**src/sv/sfa_pkg.sv**
```systemverilog
package sfa_pkg;

	localparam int ADDR_BITS_DEF  = 16;
	localparam int MAX_HOLES_DEF  = 16;
	localparam int MAX_ALLOCS_DEF = 32;
	localparam int MAX_GROUP_DEF  = 8;

	localparam int ADDR_W = 16;
	localparam int SIZE_W = 17;

	localparam logic [1:0] KIND_CLEAR = 2'd0;
	localparam logic [1:0] KIND_ADD   = 2'd1;
	localparam logic [1:0] KIND_SEG   = 2'd2;
	localparam logic [1:0] KIND_FREE  = 2'd3;

	localparam logic [2:0] ST_OK       = 3'd0;
	localparam logic [2:0] ST_NOFIT    = 3'd1;
	localparam logic [2:0] ST_NOTFOUND = 3'd2;
	localparam logic [2:0] ST_FULL     = 3'd3;
	localparam logic [2:0] ST_BADRANGE = 3'd4;

	typedef struct packed {
		logic [1:0]        kind;
		logic [ADDR_W-1:0] addr;
		logic [SIZE_W-1:0] size;
		logic              last_of_group;
		logic              policy;
	} req_t;

	typedef struct packed {
		logic [2:0]        status;
		logic [ADDR_W-1:0] seg_addr;
		logic [2:0]        seg_index;
		logic              last;
	} rsp_t;

endpackage

```
**src/sv/sfa_ram.sv**
```systemverilog
module sfa_ram #(
	parameter int DEPTH = 16,
	parameter int WIDTH = 33
) (
	input  logic                     clk,
	input  logic                     we,
	input  logic [$clog2(DEPTH)-1:0] waddr,
	input  logic [WIDTH-1:0]         wdata,
	input  logic [$clog2(DEPTH)-1:0] raddr,
	output logic [WIDTH-1:0]         rdata
);
	logic [WIDTH-1:0] mem [DEPTH];

	always_ff @(posedge clk) begin
		if (we) begin
			mem[waddr] <= wdata;
		end
		rdata <= mem[raddr];
	end
endmodule

```
**src/sv/segment_fit_allocator.sv**
```systemverilog
// One request at a time: in_stall holds off new requests until the block is back in
// S_IDLE and its last result has been taken. Each scan walks a table memory one
// entry per cycle through its single read port.
// Reset: valid bits, staged count, state and output valid clear; mem_size to 65536.
// Table memories hold no reset value; hole and alloc entries count only while valid.
module segment_fit_allocator
	import sfa_pkg::*;
#(
	parameter int ADDR_BITS  = ADDR_BITS_DEF,
	parameter int MAX_HOLES  = MAX_HOLES_DEF,
	parameter int MAX_ALLOCS = MAX_ALLOCS_DEF,
	parameter int MAX_GROUP  = MAX_GROUP_DEF
) (
	input  logic               clk,
	input  logic               arst_n,
	input  logic               cfg_we,
	input  logic [SIZE_W-1:0]  cfg_wdata,
	input  logic               in_valid,
	output logic               in_stall,
	input  sfa_pkg::req_t      in_data,
	output logic               out_valid,
	input  logic               out_stall,
	output sfa_pkg::rsp_t      out_data
);
	import sfa_pkg::*;

	localparam int HW = $clog2(MAX_HOLES);
	localparam int AW = $clog2(MAX_ALLOCS);
	localparam int GW = $clog2(MAX_GROUP + 1);
	localparam int HC = $clog2(MAX_HOLES + 1);
	localparam int AC = $clog2(MAX_ALLOCS + 1);
	localparam int EW = SIZE_W + 1;
	localparam int LW = (ADDR_BITS + 1 > EW) ? ADDR_BITS + 1 : EW;

	typedef enum logic [4:0] {
		S_IDLE, S_AH_SCAN, S_AH_ASCAN, S_INS, S_INS_WR, S_INS_WR2,
		S_FR_SCAN, S_FR_DONE, S_GRP_CNT, S_GRP_COPY, S_GRP_SEG, S_GRP_PICK,
		S_GRP_COMMIT, S_GRP_EMIT, S_EMIT1
	} state_t;

	state_t state_q;

	// hole memory: {start, size}; working copy is a second memory of the same shape
	logic              h_we, w_we;
	logic [HW-1:0]     h_wa, h_ra, w_wa, w_ra;
	logic [ADDR_W+SIZE_W-1:0] h_wd, h_rd, w_wd, w_rd;
	logic [MAX_HOLES-1:0] hv_q, wv_q;
	// allocation memory
	logic              a_we;
	logic [AW-1:0]     a_wa, a_ra;
	logic [ADDR_W+SIZE_W-1:0] a_wd, a_rd;
	logic [MAX_ALLOCS-1:0] av_q;

	sfa_ram #(.DEPTH(MAX_HOLES), .WIDTH(ADDR_W+SIZE_W)) u_hole (
		.clk(clk), .we(h_we), .waddr(h_wa), .wdata(h_wd), .raddr(h_ra), .rdata(h_rd));
	sfa_ram #(.DEPTH(MAX_HOLES), .WIDTH(ADDR_W+SIZE_W)) u_work (
		.clk(clk), .we(w_we), .waddr(w_wa), .wdata(w_wd), .raddr(w_ra), .rdata(w_rd));
	sfa_ram #(.DEPTH(MAX_ALLOCS), .WIDTH(ADDR_W+SIZE_W)) u_alloc (
		.clk(clk), .we(a_we), .waddr(a_wa), .wdata(a_wd), .raddr(a_ra), .rdata(a_rd));

	// staged sizes; index MAX_GROUP holds the last request of the group
	logic              g_we;
	logic [GW-1:0]     g_wa, g_ra;
	logic [SIZE_W-1:0] g_wd, g_rd;
	sfa_ram #(.DEPTH(MAX_GROUP+1), .WIDTH(SIZE_W)) u_stage (
		.clk(clk), .we(g_we), .waddr(g_wa), .wdata(g_wd), .raddr(g_ra), .rdata(g_rd));
	// segment start addresses found during placement
	logic              sg_we;
	logic [GW-1:0]     sg_wa, sg_ra;
	logic [ADDR_W-1:0] sg_wd, sg_rd;
	sfa_ram #(.DEPTH(MAX_GROUP+1), .WIDTH(ADDR_W)) u_seg (
		.clk(clk), .we(sg_we), .waddr(sg_wa), .wdata(sg_wd), .raddr(sg_ra), .rdata(sg_rd));

	logic [SIZE_W-1:0] mem_size_q;
	logic [GW-1:0]     staged_count_q;
	req_t              req_q;
	logic [ADDR_W-1:0] s_q;
	logic [SIZE_W-1:0] z_q;
	logic [HC-1:0]     hi_q;       // scan index, hole table
	logic [AC-1:0]     ai_q;       // scan index, alloc table
	logic              rd_ok_q;    // previous cycle issued a read
	logic [HW-1:0]     rd_idx_q;
	logic [AW-1:0]     ard_idx_q;
	logic              bad_q;
	logic              lo_f_q, hi_f_q, fr_f_q;
	logic [HW-1:0]     lo_q, hi_q2;
	logic [ADDR_W-1:0] lo_s_q;
	logic [SIZE_W-1:0] lo_z_q, hi_z_q;
	logic [AW-1:0]     fr_idx_q;
	logic [GW-1:0]     n_q, seg_i_q;
	logic [SIZE_W-1:0] cur_sz_q;
	logic              best_f_q;
	logic [HW-1:0]     best_q;
	logic [ADDR_W-1:0] best_s_q;
	logic [SIZE_W-1:0] best_z_q;
	logic [HC-1:0]     copy_q;
	logic [AC-1:0]     free_cnt_q;
	logic              emit_rd_q;
	rsp_t              rsp_q;
	logic              out_v_q;

	assign in_stall  = (state_q != S_IDLE) || out_v_q;
	assign out_valid = out_v_q;
	assign out_data  = rsp_q;

	logic in_acc, out_acc;
	assign in_acc  = in_valid && !in_stall;
	assign out_acc = out_v_q && !out_stall;

	logic [LW-1:0] limit;
	assign limit = ({{(LW-SIZE_W){1'b0}}, mem_size_q} < (LW'(1) << ADDR_BITS)) ?
		{{(LW-SIZE_W){1'b0}}, mem_size_q} : (LW'(1) << ADDR_BITS);

	// read data aliases
	logic [ADDR_W-1:0] hr_s, wr_s, ar_s;
	logic [SIZE_W-1:0] hr_z, wr_z, ar_z;
	assign {hr_s, hr_z} = h_rd;
	assign {wr_s, wr_z} = w_rd;
	assign {ar_s, ar_z} = a_rd;

	logic [EW-1:0] e_req, hr_end, ar_end;
	assign e_req  = EW'(s_q) + EW'(z_q);
	assign hr_end = EW'(hr_s) + EW'(hr_z);
	assign ar_end = EW'(ar_s) + EW'(ar_z);

	// first free hole entry and first free alloc entry (priority over valid bits)
	logic          h_free_f;
	logic [HW-1:0] h_free;
	always_comb begin
		h_free_f = 1'b0;
		h_free   = '0;
		for (int i = MAX_HOLES - 1; i >= 0; i--) begin
			if (!hv_q[i]) begin
				h_free_f = 1'b1;
				h_free   = HW'(i);
			end
		end
	end

	logic [AW-1:0] a_free;
	always_comb begin
		a_free = '0;
		for (int i = MAX_ALLOCS - 1; i >= 0; i--) begin
			if (!av_q[i]) begin
				a_free = AW'(i);
			end
		end
	end

	// best-choice compare for the placement scan
	logic w_fit, w_better;
	assign w_fit = wv_q[rd_idx_q] && (wr_z >= cur_sz_q);
	always_comb begin
		if (!best_f_q) begin
			w_better = 1'b1;
		end else if (req_q.policy && (wr_z != best_z_q)) begin
			w_better = wr_z < best_z_q;
		end else begin
			w_better = wr_s < best_s_q;
		end
	end

	logic [SIZE_W-1:0] new_lo_z;
	assign new_lo_z = lo_z_q + z_q + (hi_f_q ? hi_z_q : '0);

	always_comb begin
		h_we = 1'b0; h_wa = '0; h_wd = '0; h_ra = hi_q[HW-1:0];
		w_we = 1'b0; w_wa = '0; w_wd = '0; w_ra = hi_q[HW-1:0];
		a_we = 1'b0; a_wa = '0; a_wd = '0; a_ra = ai_q[AW-1:0];
		g_we = 1'b0; g_wa = staged_count_q; g_wd = in_data.size; g_ra = seg_i_q;
		sg_we = 1'b0; sg_wa = seg_i_q; sg_wd = best_s_q; sg_ra = seg_i_q;
		unique case (state_q)
			S_IDLE: begin
				if (in_acc && in_data.kind == KIND_SEG) begin
					if (in_data.last_of_group) begin
						g_we = 1'b1;
						g_wa = GW'(MAX_GROUP);
					end else if (staged_count_q < GW'(MAX_GROUP)) begin
						g_we = 1'b1;
					end
				end
			end
			S_INS_WR: begin
				h_we = 1'b1;
				if (lo_f_q) begin
					h_wa = lo_q; h_wd = {lo_s_q, new_lo_z};
				end else if (hi_f_q) begin
					h_wa = hi_q2; h_wd = {s_q, z_q + hi_z_q};
				end else begin
					h_wa = h_free; h_wd = {s_q, z_q};
				end
			end
			S_GRP_COPY: begin
				h_ra = copy_q[HW-1:0];
				if (rd_ok_q) begin
					w_we = 1'b1; w_wa = rd_idx_q; w_wd = h_rd;
				end
			end
			S_GRP_SEG: g_ra = (seg_i_q == n_q - GW'(1)) ? GW'(MAX_GROUP) : seg_i_q;
			S_GRP_PICK: begin
				if (hi_q == HC'(MAX_HOLES) && !rd_ok_q && best_f_q) begin
					w_we = 1'b1; w_wa = best_q;
					w_wd = {best_s_q + cur_sz_q[ADDR_W-1:0], best_z_q - cur_sz_q};
					sg_we = 1'b1;
				end
			end
			S_GRP_COMMIT: begin
				w_ra = copy_q[HW-1:0];
				if (rd_ok_q) begin
					h_we = 1'b1; h_wa = rd_idx_q; h_wd = w_rd;
				end
			end
			S_GRP_EMIT: begin
				g_ra = (seg_i_q == n_q - GW'(1)) ? GW'(MAX_GROUP) : seg_i_q;
				if (emit_rd_q && !out_v_q) begin
					a_we = 1'b1; a_wa = a_free; a_wd = {sg_rd, g_rd};
				end
			end
			default: ;
		endcase
	end

	always_ff @(posedge clk or negedge arst_n) begin
		if (!arst_n) begin
			state_q <= S_IDLE;
			mem_size_q <= SIZE_W'(65536);
			staged_count_q <= '0;
			hv_q <= '0; wv_q <= '0; av_q <= '0;
			out_v_q <= 1'b0;
			rd_ok_q <= 1'b0;
			emit_rd_q <= 1'b0;
		end else begin
			if (cfg_we) mem_size_q <= cfg_wdata;
			if (out_acc) out_v_q <= 1'b0;
			unique case (state_q)
				S_IDLE: begin
					if (in_acc) begin
						req_q <= in_data;
						s_q <= in_data.addr;
						z_q <= in_data.size;
						hi_q <= '0; ai_q <= '0; rd_ok_q <= 1'b0;
						bad_q <= 1'b0; lo_f_q <= 1'b0; hi_f_q <= 1'b0; fr_f_q <= 1'b0;
						unique case (in_data.kind)
							KIND_CLEAR: begin
								hv_q <= '0; av_q <= '0; staged_count_q <= '0;
								rsp_q <= '{ST_OK, '0, '0, 1'b1};
								state_q <= S_EMIT1;
							end
							KIND_ADD: begin
								if (in_data.size == '0 || (LW'(in_data.addr) + LW'(in_data.size))
										> limit) begin
									rsp_q <= '{ST_BADRANGE, '0, '0, 1'b1};
									state_q <= S_EMIT1;
								end else begin
									state_q <= S_AH_SCAN;
								end
							end
							KIND_FREE: state_q <= S_FR_SCAN;
							KIND_SEG: begin
								if (!in_data.last_of_group) begin
									if (staged_count_q < GW'(MAX_GROUP))
										staged_count_q <= staged_count_q + GW'(1);
								end else begin
									staged_count_q <= '0;
									n_q <= staged_count_q + GW'(1);
									free_cnt_q <= '0;
									if (staged_count_q >= GW'(MAX_GROUP)) begin
										rsp_q <= '{ST_BADRANGE, '0, '0, 1'b1};
										state_q <= S_EMIT1;
									end else begin
										bad_q <= (in_data.size == '0);
										seg_i_q <= '0;
										state_q <= S_GRP_CNT;
									end
								end
							end
							default: ;
						endcase
					end
				end
				// scan over holes: overlap check in S_AH_SCAN only; both states find merge neighbors
				S_AH_SCAN, S_INS: begin
					rd_ok_q <= (hi_q < HC'(MAX_HOLES));
					rd_idx_q <= hi_q[HW-1:0];
					if (hi_q < HC'(MAX_HOLES)) hi_q <= hi_q + HC'(1);
					if (rd_ok_q && hv_q[rd_idx_q]) begin
						if (state_q == S_AH_SCAN && hr_s < e_req[ADDR_W:0]
								&& EW'(s_q) < hr_end)
							bad_q <= 1'b1;
						if (hr_end == EW'(s_q)) begin
							lo_f_q <= 1'b1; lo_q <= rd_idx_q; lo_s_q <= hr_s; lo_z_q <= hr_z;
						end
						if (EW'(hr_s) == e_req) begin
							hi_f_q <= 1'b1; hi_q2 <= rd_idx_q; hi_z_q <= hr_z;
						end
					end
					if (!rd_ok_q && hi_q == HC'(MAX_HOLES)) begin
						if (state_q == S_AH_SCAN) begin
							ai_q <= '0;
							state_q <= S_AH_ASCAN;
						end else if (!lo_f_q && !hi_f_q && !h_free_f) begin
							rsp_q <= '{ST_FULL, '0, '0, 1'b1};
							state_q <= S_EMIT1;
						end else begin
							state_q <= S_INS_WR;
						end
					end
				end
				S_AH_ASCAN: begin
					rd_ok_q <= (ai_q < AC'(MAX_ALLOCS));
					ard_idx_q <= ai_q[AW-1:0];
					if (ai_q < AC'(MAX_ALLOCS)) ai_q <= ai_q + AC'(1);
					if (rd_ok_q && av_q[ard_idx_q] && ar_s < e_req[ADDR_W:0]
							&& EW'(s_q) < ar_end)
						bad_q <= 1'b1;
					if (!rd_ok_q && ai_q == AC'(MAX_ALLOCS)) begin
						if (bad_q) begin
							rsp_q <= '{ST_BADRANGE, '0, '0, 1'b1};
							state_q <= S_EMIT1;
						end else begin
							hi_q <= '0;
							state_q <= S_INS;
						end
					end
				end
				S_INS_WR: begin
					if (lo_f_q) begin
						if (hi_f_q) hv_q[hi_q2] <= 1'b0;
					end else if (!hi_f_q) begin
						hv_q[h_free] <= 1'b1;
					end
					if (fr_f_q) av_q[fr_idx_q] <= 1'b0;
					rsp_q <= '{ST_OK, '0, '0, 1'b1};
					state_q <= S_INS_WR2;
				end
				S_INS_WR2: state_q <= S_EMIT1;
				S_FR_SCAN: begin
					rd_ok_q <= (ai_q < AC'(MAX_ALLOCS)) && !fr_f_q;
					ard_idx_q <= ai_q[AW-1:0];
					if (ai_q < AC'(MAX_ALLOCS)) ai_q <= ai_q + AC'(1);
					if (rd_ok_q && av_q[ard_idx_q] && ar_s == s_q && !fr_f_q) begin
						fr_f_q <= 1'b1; fr_idx_q <= ard_idx_q; z_q <= ar_z;
					end
					if (!rd_ok_q && (ai_q == AC'(MAX_ALLOCS) || fr_f_q)) begin
						if (fr_f_q) begin
							hi_q <= '0;
							state_q <= S_INS;
						end else begin
							rsp_q <= '{ST_NOTFOUND, '0, '0, 1'b1};
							state_q <= S_EMIT1;
						end
					end
				end
				// count free alloc entries and check staged sizes for zero
				S_GRP_CNT: begin
					if (ai_q < AC'(MAX_ALLOCS)) begin
						if (!av_q[ai_q[AW-1:0]]) free_cnt_q <= free_cnt_q + AC'(1);
						ai_q <= ai_q + AC'(1);
					end
					rd_ok_q <= (seg_i_q < n_q - GW'(1));
					if (seg_i_q < n_q - GW'(1)) seg_i_q <= seg_i_q + GW'(1);
					if (rd_ok_q && g_rd == '0) bad_q <= 1'b1;
					if (ai_q == AC'(MAX_ALLOCS) && !rd_ok_q && seg_i_q == n_q - GW'(1)) begin
						if (bad_q) begin
							rsp_q <= '{ST_BADRANGE, '0, '0, 1'b1};
							state_q <= S_EMIT1;
						end else if (free_cnt_q < AC'(n_q)) begin
							rsp_q <= '{ST_FULL, '0, '0, 1'b1};
							state_q <= S_EMIT1;
						end else begin
							copy_q <= '0; wv_q <= hv_q;
							state_q <= S_GRP_COPY;
						end
					end
				end
				S_GRP_COPY: begin
					rd_ok_q <= (copy_q < HC'(MAX_HOLES));
					rd_idx_q <= copy_q[HW-1:0];
					if (copy_q < HC'(MAX_HOLES)) copy_q <= copy_q + HC'(1);
					if (!rd_ok_q && copy_q == HC'(MAX_HOLES)) begin
						seg_i_q <= '0;
						state_q <= S_GRP_SEG;
					end
				end
				S_GRP_SEG: state_q <= S_GRP_PICK;
				S_GRP_PICK: begin
					if (hi_q == '0 && !rd_ok_q && !best_f_q && copy_q != '0) begin
						cur_sz_q <= g_rd;
						copy_q <= '0;
					end
					if (copy_q != '0) begin
						// first cycle: latch size, start scan
						cur_sz_q <= g_rd;
						copy_q <= '0;
						best_f_q <= 1'b0;
						hi_q <= '0;
						rd_ok_q <= 1'b0;
					end else begin
						rd_ok_q <= (hi_q < HC'(MAX_HOLES));
						rd_idx_q <= hi_q[HW-1:0];
						if (hi_q < HC'(MAX_HOLES)) hi_q <= hi_q + HC'(1);
						if (rd_ok_q && w_fit && w_better) begin
							best_f_q <= 1'b1; best_q <= rd_idx_q;
							best_s_q <= wr_s; best_z_q <= wr_z;
						end
						if (!rd_ok_q && hi_q == HC'(MAX_HOLES)) begin
							if (!best_f_q) begin
								rsp_q <= '{ST_NOFIT, '0, 3'(seg_i_q), 1'b1};
								state_q <= S_EMIT1;
							end else begin
								if (best_z_q == cur_sz_q) wv_q[best_q] <= 1'b0;
								if (seg_i_q == n_q - GW'(1)) begin
									copy_q <= '0; rd_ok_q <= 1'b0;
									state_q <= S_GRP_COMMIT;
								end else begin
									seg_i_q <= seg_i_q + GW'(1);
									copy_q <= HC'(1);
									state_q <= S_GRP_SEG;
								end
							end
						end
					end
				end
				S_GRP_COMMIT: begin
					rd_ok_q <= (copy_q < HC'(MAX_HOLES));
					rd_idx_q <= copy_q[HW-1:0];
					if (copy_q < HC'(MAX_HOLES)) copy_q <= copy_q + HC'(1);
					if (!rd_ok_q && copy_q == HC'(MAX_HOLES)) begin
						hv_q <= wv_q;
						seg_i_q <= '0;
						emit_rd_q <= 1'b0;
						state_q <= S_GRP_EMIT;
					end
				end
				// one result per segment; record each in the allocation table
				S_GRP_EMIT: begin
					if (!emit_rd_q) begin
						emit_rd_q <= 1'b1;
					end else if (!out_v_q) begin
						av_q[a_free] <= 1'b1;
						rsp_q <= '{ST_OK, sg_rd, 3'(seg_i_q), seg_i_q == n_q - GW'(1)};
						out_v_q <= 1'b1;
						emit_rd_q <= 1'b0;
						if (seg_i_q == n_q - GW'(1)) state_q <= S_IDLE;
						else seg_i_q <= seg_i_q + GW'(1);
					end
				end
				S_EMIT1: begin
					if (!out_v_q) begin
						out_v_q <= 1'b1;
						state_q <= S_IDLE;
					end
				end
				default: state_q <= S_IDLE;
			endcase
		end
	end

	// placement start: S_GRP_SEG hands over with copy_q set nonzero
	// (left at MAX_HOLES by S_GRP_COPY, or set to 1 by S_GRP_PICK for the next segment)

	a_no_accept_busy: assert property (@(posedge clk) disable iff (!arst_n)
		(state_q != S_IDLE) |-> in_stall)
		else $error("request accepted while busy");
	a_stage_bound: assert property (@(posedge clk) disable iff (!arst_n)
		staged_count_q <= GW'(MAX_GROUP))
		else $error("staged count overflow");
	a_out_hold: assert property (@(posedge clk) disable iff (!arst_n)
		(out_valid && out_stall) |=> (out_valid && $stable(out_data)))
		else $error("result dropped under stall");
endmodule

```
**config.mk**
```make
export PLATFORM = sky130hd
export DESIGN_NAME = segment_fit_allocator
export DESIGN_NICKNAME = d
export VERILOG_FILES = /design/src/sv/sfa_pkg.sv /design/src/sv/sfa_ram.sv /design/src/sv/segment_fit_allocator.sv
export SDC_FILE = /design/constraint.sdc
export NUM_CORES = 2
export LEC_CHECK = 0
export BUFFER_PORTS_ARGS = -buffer_cell sky130_fd_sc_hd__clkbuf_2
export CORE_MARGIN = 2
export CORE_UTILIZATION = 60
export CTS_CLUSTER_SIZE = 16
export DETAILED_ROUTE_END_ITERATION = 16
export PLACE_DENSITY = 0.73
export SYNTH_ARGS = -nofsm -noshare
export SYNTH_HDL_FRONTEND = slang
export SYNTH_SLANG_ARGS = --single-unit
```
**constraint.sdc**
```tcl
create_clock -name clk -period 16.65 [get_ports clk]
set_input_delay 3.33 -clock clk [delete_from_list [all_inputs] [get_ports clk]]
set_output_delay 3.33 -clock clk [all_outputs]
set_load 0.02 [all_outputs]
```
==> impl_results.md <==
* Nets at 7,370
* Total net switching power at 5.80 mW
* Finished Layout Cells at 9,879
* Crit path cell chain: clkbuf_2, ha_1, fa_1, a21o_1, a21oi_1, o21a_1, o211ai_1, nand2_1, o2111ai_1, a21oi_1, xnor2_1, ha_1, and4_1, nand4_1, and3_1, o21ai_0, and3_1, nand3_1, nor4bb_4, buf_4
* Tmin final at 6.91 ns
* GR Util All Layers at 33.1%
* Global route total overflow at 0
* Drt drc at 0
* CTS Root Cell: clkbuf_16
* Layout cell share with drive strength beyond 1 at 21.2%
* Final setup viols at 0
* Core Area at 0.198 mm2
* Share of power burned in registers at 45.0%
* CP max stage cell: fa_1
* Fin. Hold Viols at 0
* Largest net degree at the start of global routing at 154
* Die Width at 450 um
* Setup tns final at 0 ns
* Initial antenna violation count at 20
* Overall Power at 19.7 mW
* Fin area at 0.134 mm2
* Per-cell routed wire length at 33.8 um
* Pins Over Slew Limit at 0
* Ys Warns at 0
* Crit Path Max Fanout at 23
* Top delay family on crit path: compound AO/OA/AOI/OAI gates
* Fin util at 67.6%
* WHS Path Cells at 2
* Net Sw Frac at 29.5%
* Status: completed
* WS Path Type: primary input to flip-flop
* Clock Power Share at 33.5%
* Post-synthesis cell area at 0.120 mm2
* Data required, critical path at 17.24 ns
* CTS H-tree depth at 5
* Beginning of the worst hold path: u_seg.mem[8][7]$_DFFE_PP_
* Sequential area share after synthesis at 70.1%
* Total clock sinks at 2,851
* CTS tree: done
* Hold Buf Count CTS at 0
* Post-synthesis average cell area at 17.7 um2
* Post-CTS Resized at 0
* Asr flop ratio synth at 3.23%
* Number of global-route vias before repair at 67,400
* Internal at 13.9 mW
* Clock slew seen by the registers of the worst setup and hold paths at 0.06 ns
* CTS buffer count at 303
* First-pass GRT wire length at 479,000 um
* FF+latch count, synth at 2,851
* Clk buf depth at 4
* Comb power frac at 21.6%
* 1st-pass router iterations at 6
* Slew headroom at 11.4%
* Worst setup startpoint: in_data[2]
* Worst vdd ir at 0.144 mV
* IO buf count at 83
* Worst hold path class: flip-flop to flip-flop
* Hold Slack at 0.416 ns
* Slowest stage delay, CP at 0.41 ns
* Max-Cap Viols at 0
* Clock Skews at 0.0945 ns
* Levels on crit path at 20
* Final Wtd Congestion at 0.958
* Power per standard cell area at 147 mW/mm2
* Vias at 67,800
* Post-route ant nets at 0
* RSZ-0062 raised after global routing: false
* Vias per cell at 6.86
* Dpl cells at 9,342
* Arrival time at the worst endpoint at 7.51 ns
* First-iteration detailed-routing DRC count at 9,106
* Die Area at 0.203 mm2
* Max Clk Rate at 0.145 GHz
* Post-detail-place hpwl at 192,000 um
* R2R cell count at 11
* Post-synth EDFFs at 2,627
* Final period utilization at 41.5%
* Top FF cell, synth: edfxtp_1
* Area grow syn2layout at 11.7%
* Initial Util at 60.5%
* Cell Rows at 163
* R2r startpoint: state_q[1]$_DFFE_PN0P_
* Worst-Skew Late Latency at 0.96 ns
* Startpoint types: primary input
* Lkg Pwr at 43.9 nW
* Total Routed Length at 334,000 um
* Setup ws final at 9.74 ns
* Crit path buffers/inverters at 2
* Cell variety after synth at 87
* Cells after Synth at 6,765
* Postcts setup bufs at 0
* Cell Area, Placed at 0.124 mm2
* Die H at 450 um
* IO Count at 84
* Place WS at 8.87 ns
* Worst slew pin tran at 1.33 ns
* Post-Syn Nets at 7,127
* Critical path capture point type: flip-flop
## cells by family (layout without fill, tap and decap cells)
kind of cell,after synthesis,in the layout,synth area share [%]
multiplexers,817,817,13.8
AO/OA/AOI/OAI,1033,1033,5.46
adder cells (fa/ha/maj),303,303,3.32
other,0,7,0
AND/OR/NAND/NOR,1170,1170,4.71
XOR/XNOR,141,141,1.03
flip-flops,2851,2851,70.1
buffers and inverters,450,917,1.54
## placed cells by master (no fill, tap or decap), types with 72 or more instances in the layout
| cell type | synthesis | final |
|---|---|---|
| edfxtp_1 | 2627 | 2627 |
| mux4_2 | 660 | 660 |
| nand2_1 | 414 | 414 |
| clkbuf_16 | 0 | 308 |
| ha_1 | 279 | 279 |
| o21ai_0 | 292 | 253 |
| a21oi_1 | 227 | 225 |
| nor2_1 | 246 | 186 |
| buf_4 | 22 | 171 |
| and2_1 | 133 | 133 |
| dfxtp_1 | 132 | 132 |
| inv_1 | 128 | 128 |
| a31oi_1 | 102 | 100 |
| a211oi_1 | 93 | 93 |
| dfrtp_1 | 91 | 91 |
| clkbuf_2 | 1 | 82 |
| mux2i_1 | 85 | 79 |
| xor2_1 | 75 | 75 |
| clkbuf_1 | 190 | 75 |
| mux2_2 | 72 | 72 |
## registers in the layout, summed over array words and instances, names as in the netlist, 33 cells and up
| name | flops |
|---|---|
| u_alloc.mem | 1056 |
| u_hole.mem | 528 |
| u_work.mem | 528 |
| u_stage.mem | 153 |
| u_seg.mem | 144 |
| u_alloc.rdata | 33 |
| u_hole.rdata | 33 |
| u_work.rdata | 33 |
## cell usage after synthesis (all sizes together) (15+ instances only)
cell type	n	area [um2]
nand2	415	1560
nor2b	38	238
mux4	660	14900
mux2	72	811
nand2b	58	363
mux2i	85	851
inv	129	484
a31oi	102	638
o22a	18	158
nand4	33	206
ha	279	3490
a22o	28	245
xnor2	66	578
clkbuf	191	718
nor2	247	930
fa	24	480
nor4	18	113
and2	133	832
a211oi	93	698
buf	128	634
or3	15	93.8
a21o	55	413
a221oi	16	140
edfxtp	2627	78900
dfrtp	91	2280
a21oi	231	1170
xor2	75	657
o221ai	29	254
o31ai	15	113
dfxtp	132	2640
nor3	65	337
and3	21	131
o21a	30	225
o21ai	300	1500
nand3	60	300
## area by class of cell
cell class / instances / area, um2
clock buffers: 411 / 8370
well taps: 2640 / 3300
multi-input cells: 3464 / 34600
diodes: 7 / 17.5
inverters: 131 / 492
repair buffers: 257 / 1770
clock inverters: 118 / 1240
flip-flops and latches: 2851 / 83800
fillers: 12600 / 64000
## power groups by stage
stage	combinational [mW]	clock, mW	sequential (mW)
6_report	4.24	6.59	8.85
2_1_floorplan	3.10	0	8.53
3_3_place_gp	4.11	0	8.95
5_1_grt	4.60	6.92	8.84
3_5_place_dp	4.18	0	8.95
4_1_cts	4.22	6.65	8.81
## per-layer routing
metal	wire length (um)	global-route usage [%]	vias up	part of all wire (%)
li1	-	-	27700	-
met1	126000	47.1	35100	38
met2	154000	50.4	4246	46
met3	38600	7.18	769	12
met4	15100	13.4	18	4.5
met5	104	0	-	0.031
## worst paths after layout
check,end,slack (ns)
setup / recovery,out_data[14]$_DFFE_PP_,9.74
hold reg to reg,u_seg.rdata[7]$_DFF_P_,0.42
max in group asynchronous,wv_q[8]$_DFFE_PN0P_,12.90
setup reg to reg,u_work.rdata[8]$_DFF_P_,10.90
hold / removal,u_seg.rdata[7]$_DFF_P_,0.42
min in group asynchronous,av_q[28]$_DFFE_PN0P_,2.47
## worst reg2reg max path: stages, from the launching register on
cell and delay [ns]:
dfrtp_1 0.61, or2_1 0.53, nor2_2 0.27, mux2i_4 0.31, buf_4 0.48, buf_4 0.65
buf_4 0.79, buf_4 0.80, mux4_2 0.64, and2_1 0.17, a211oi_1 0.30, a31oi_1 0.08
Power figures use the tool's default switching activity.
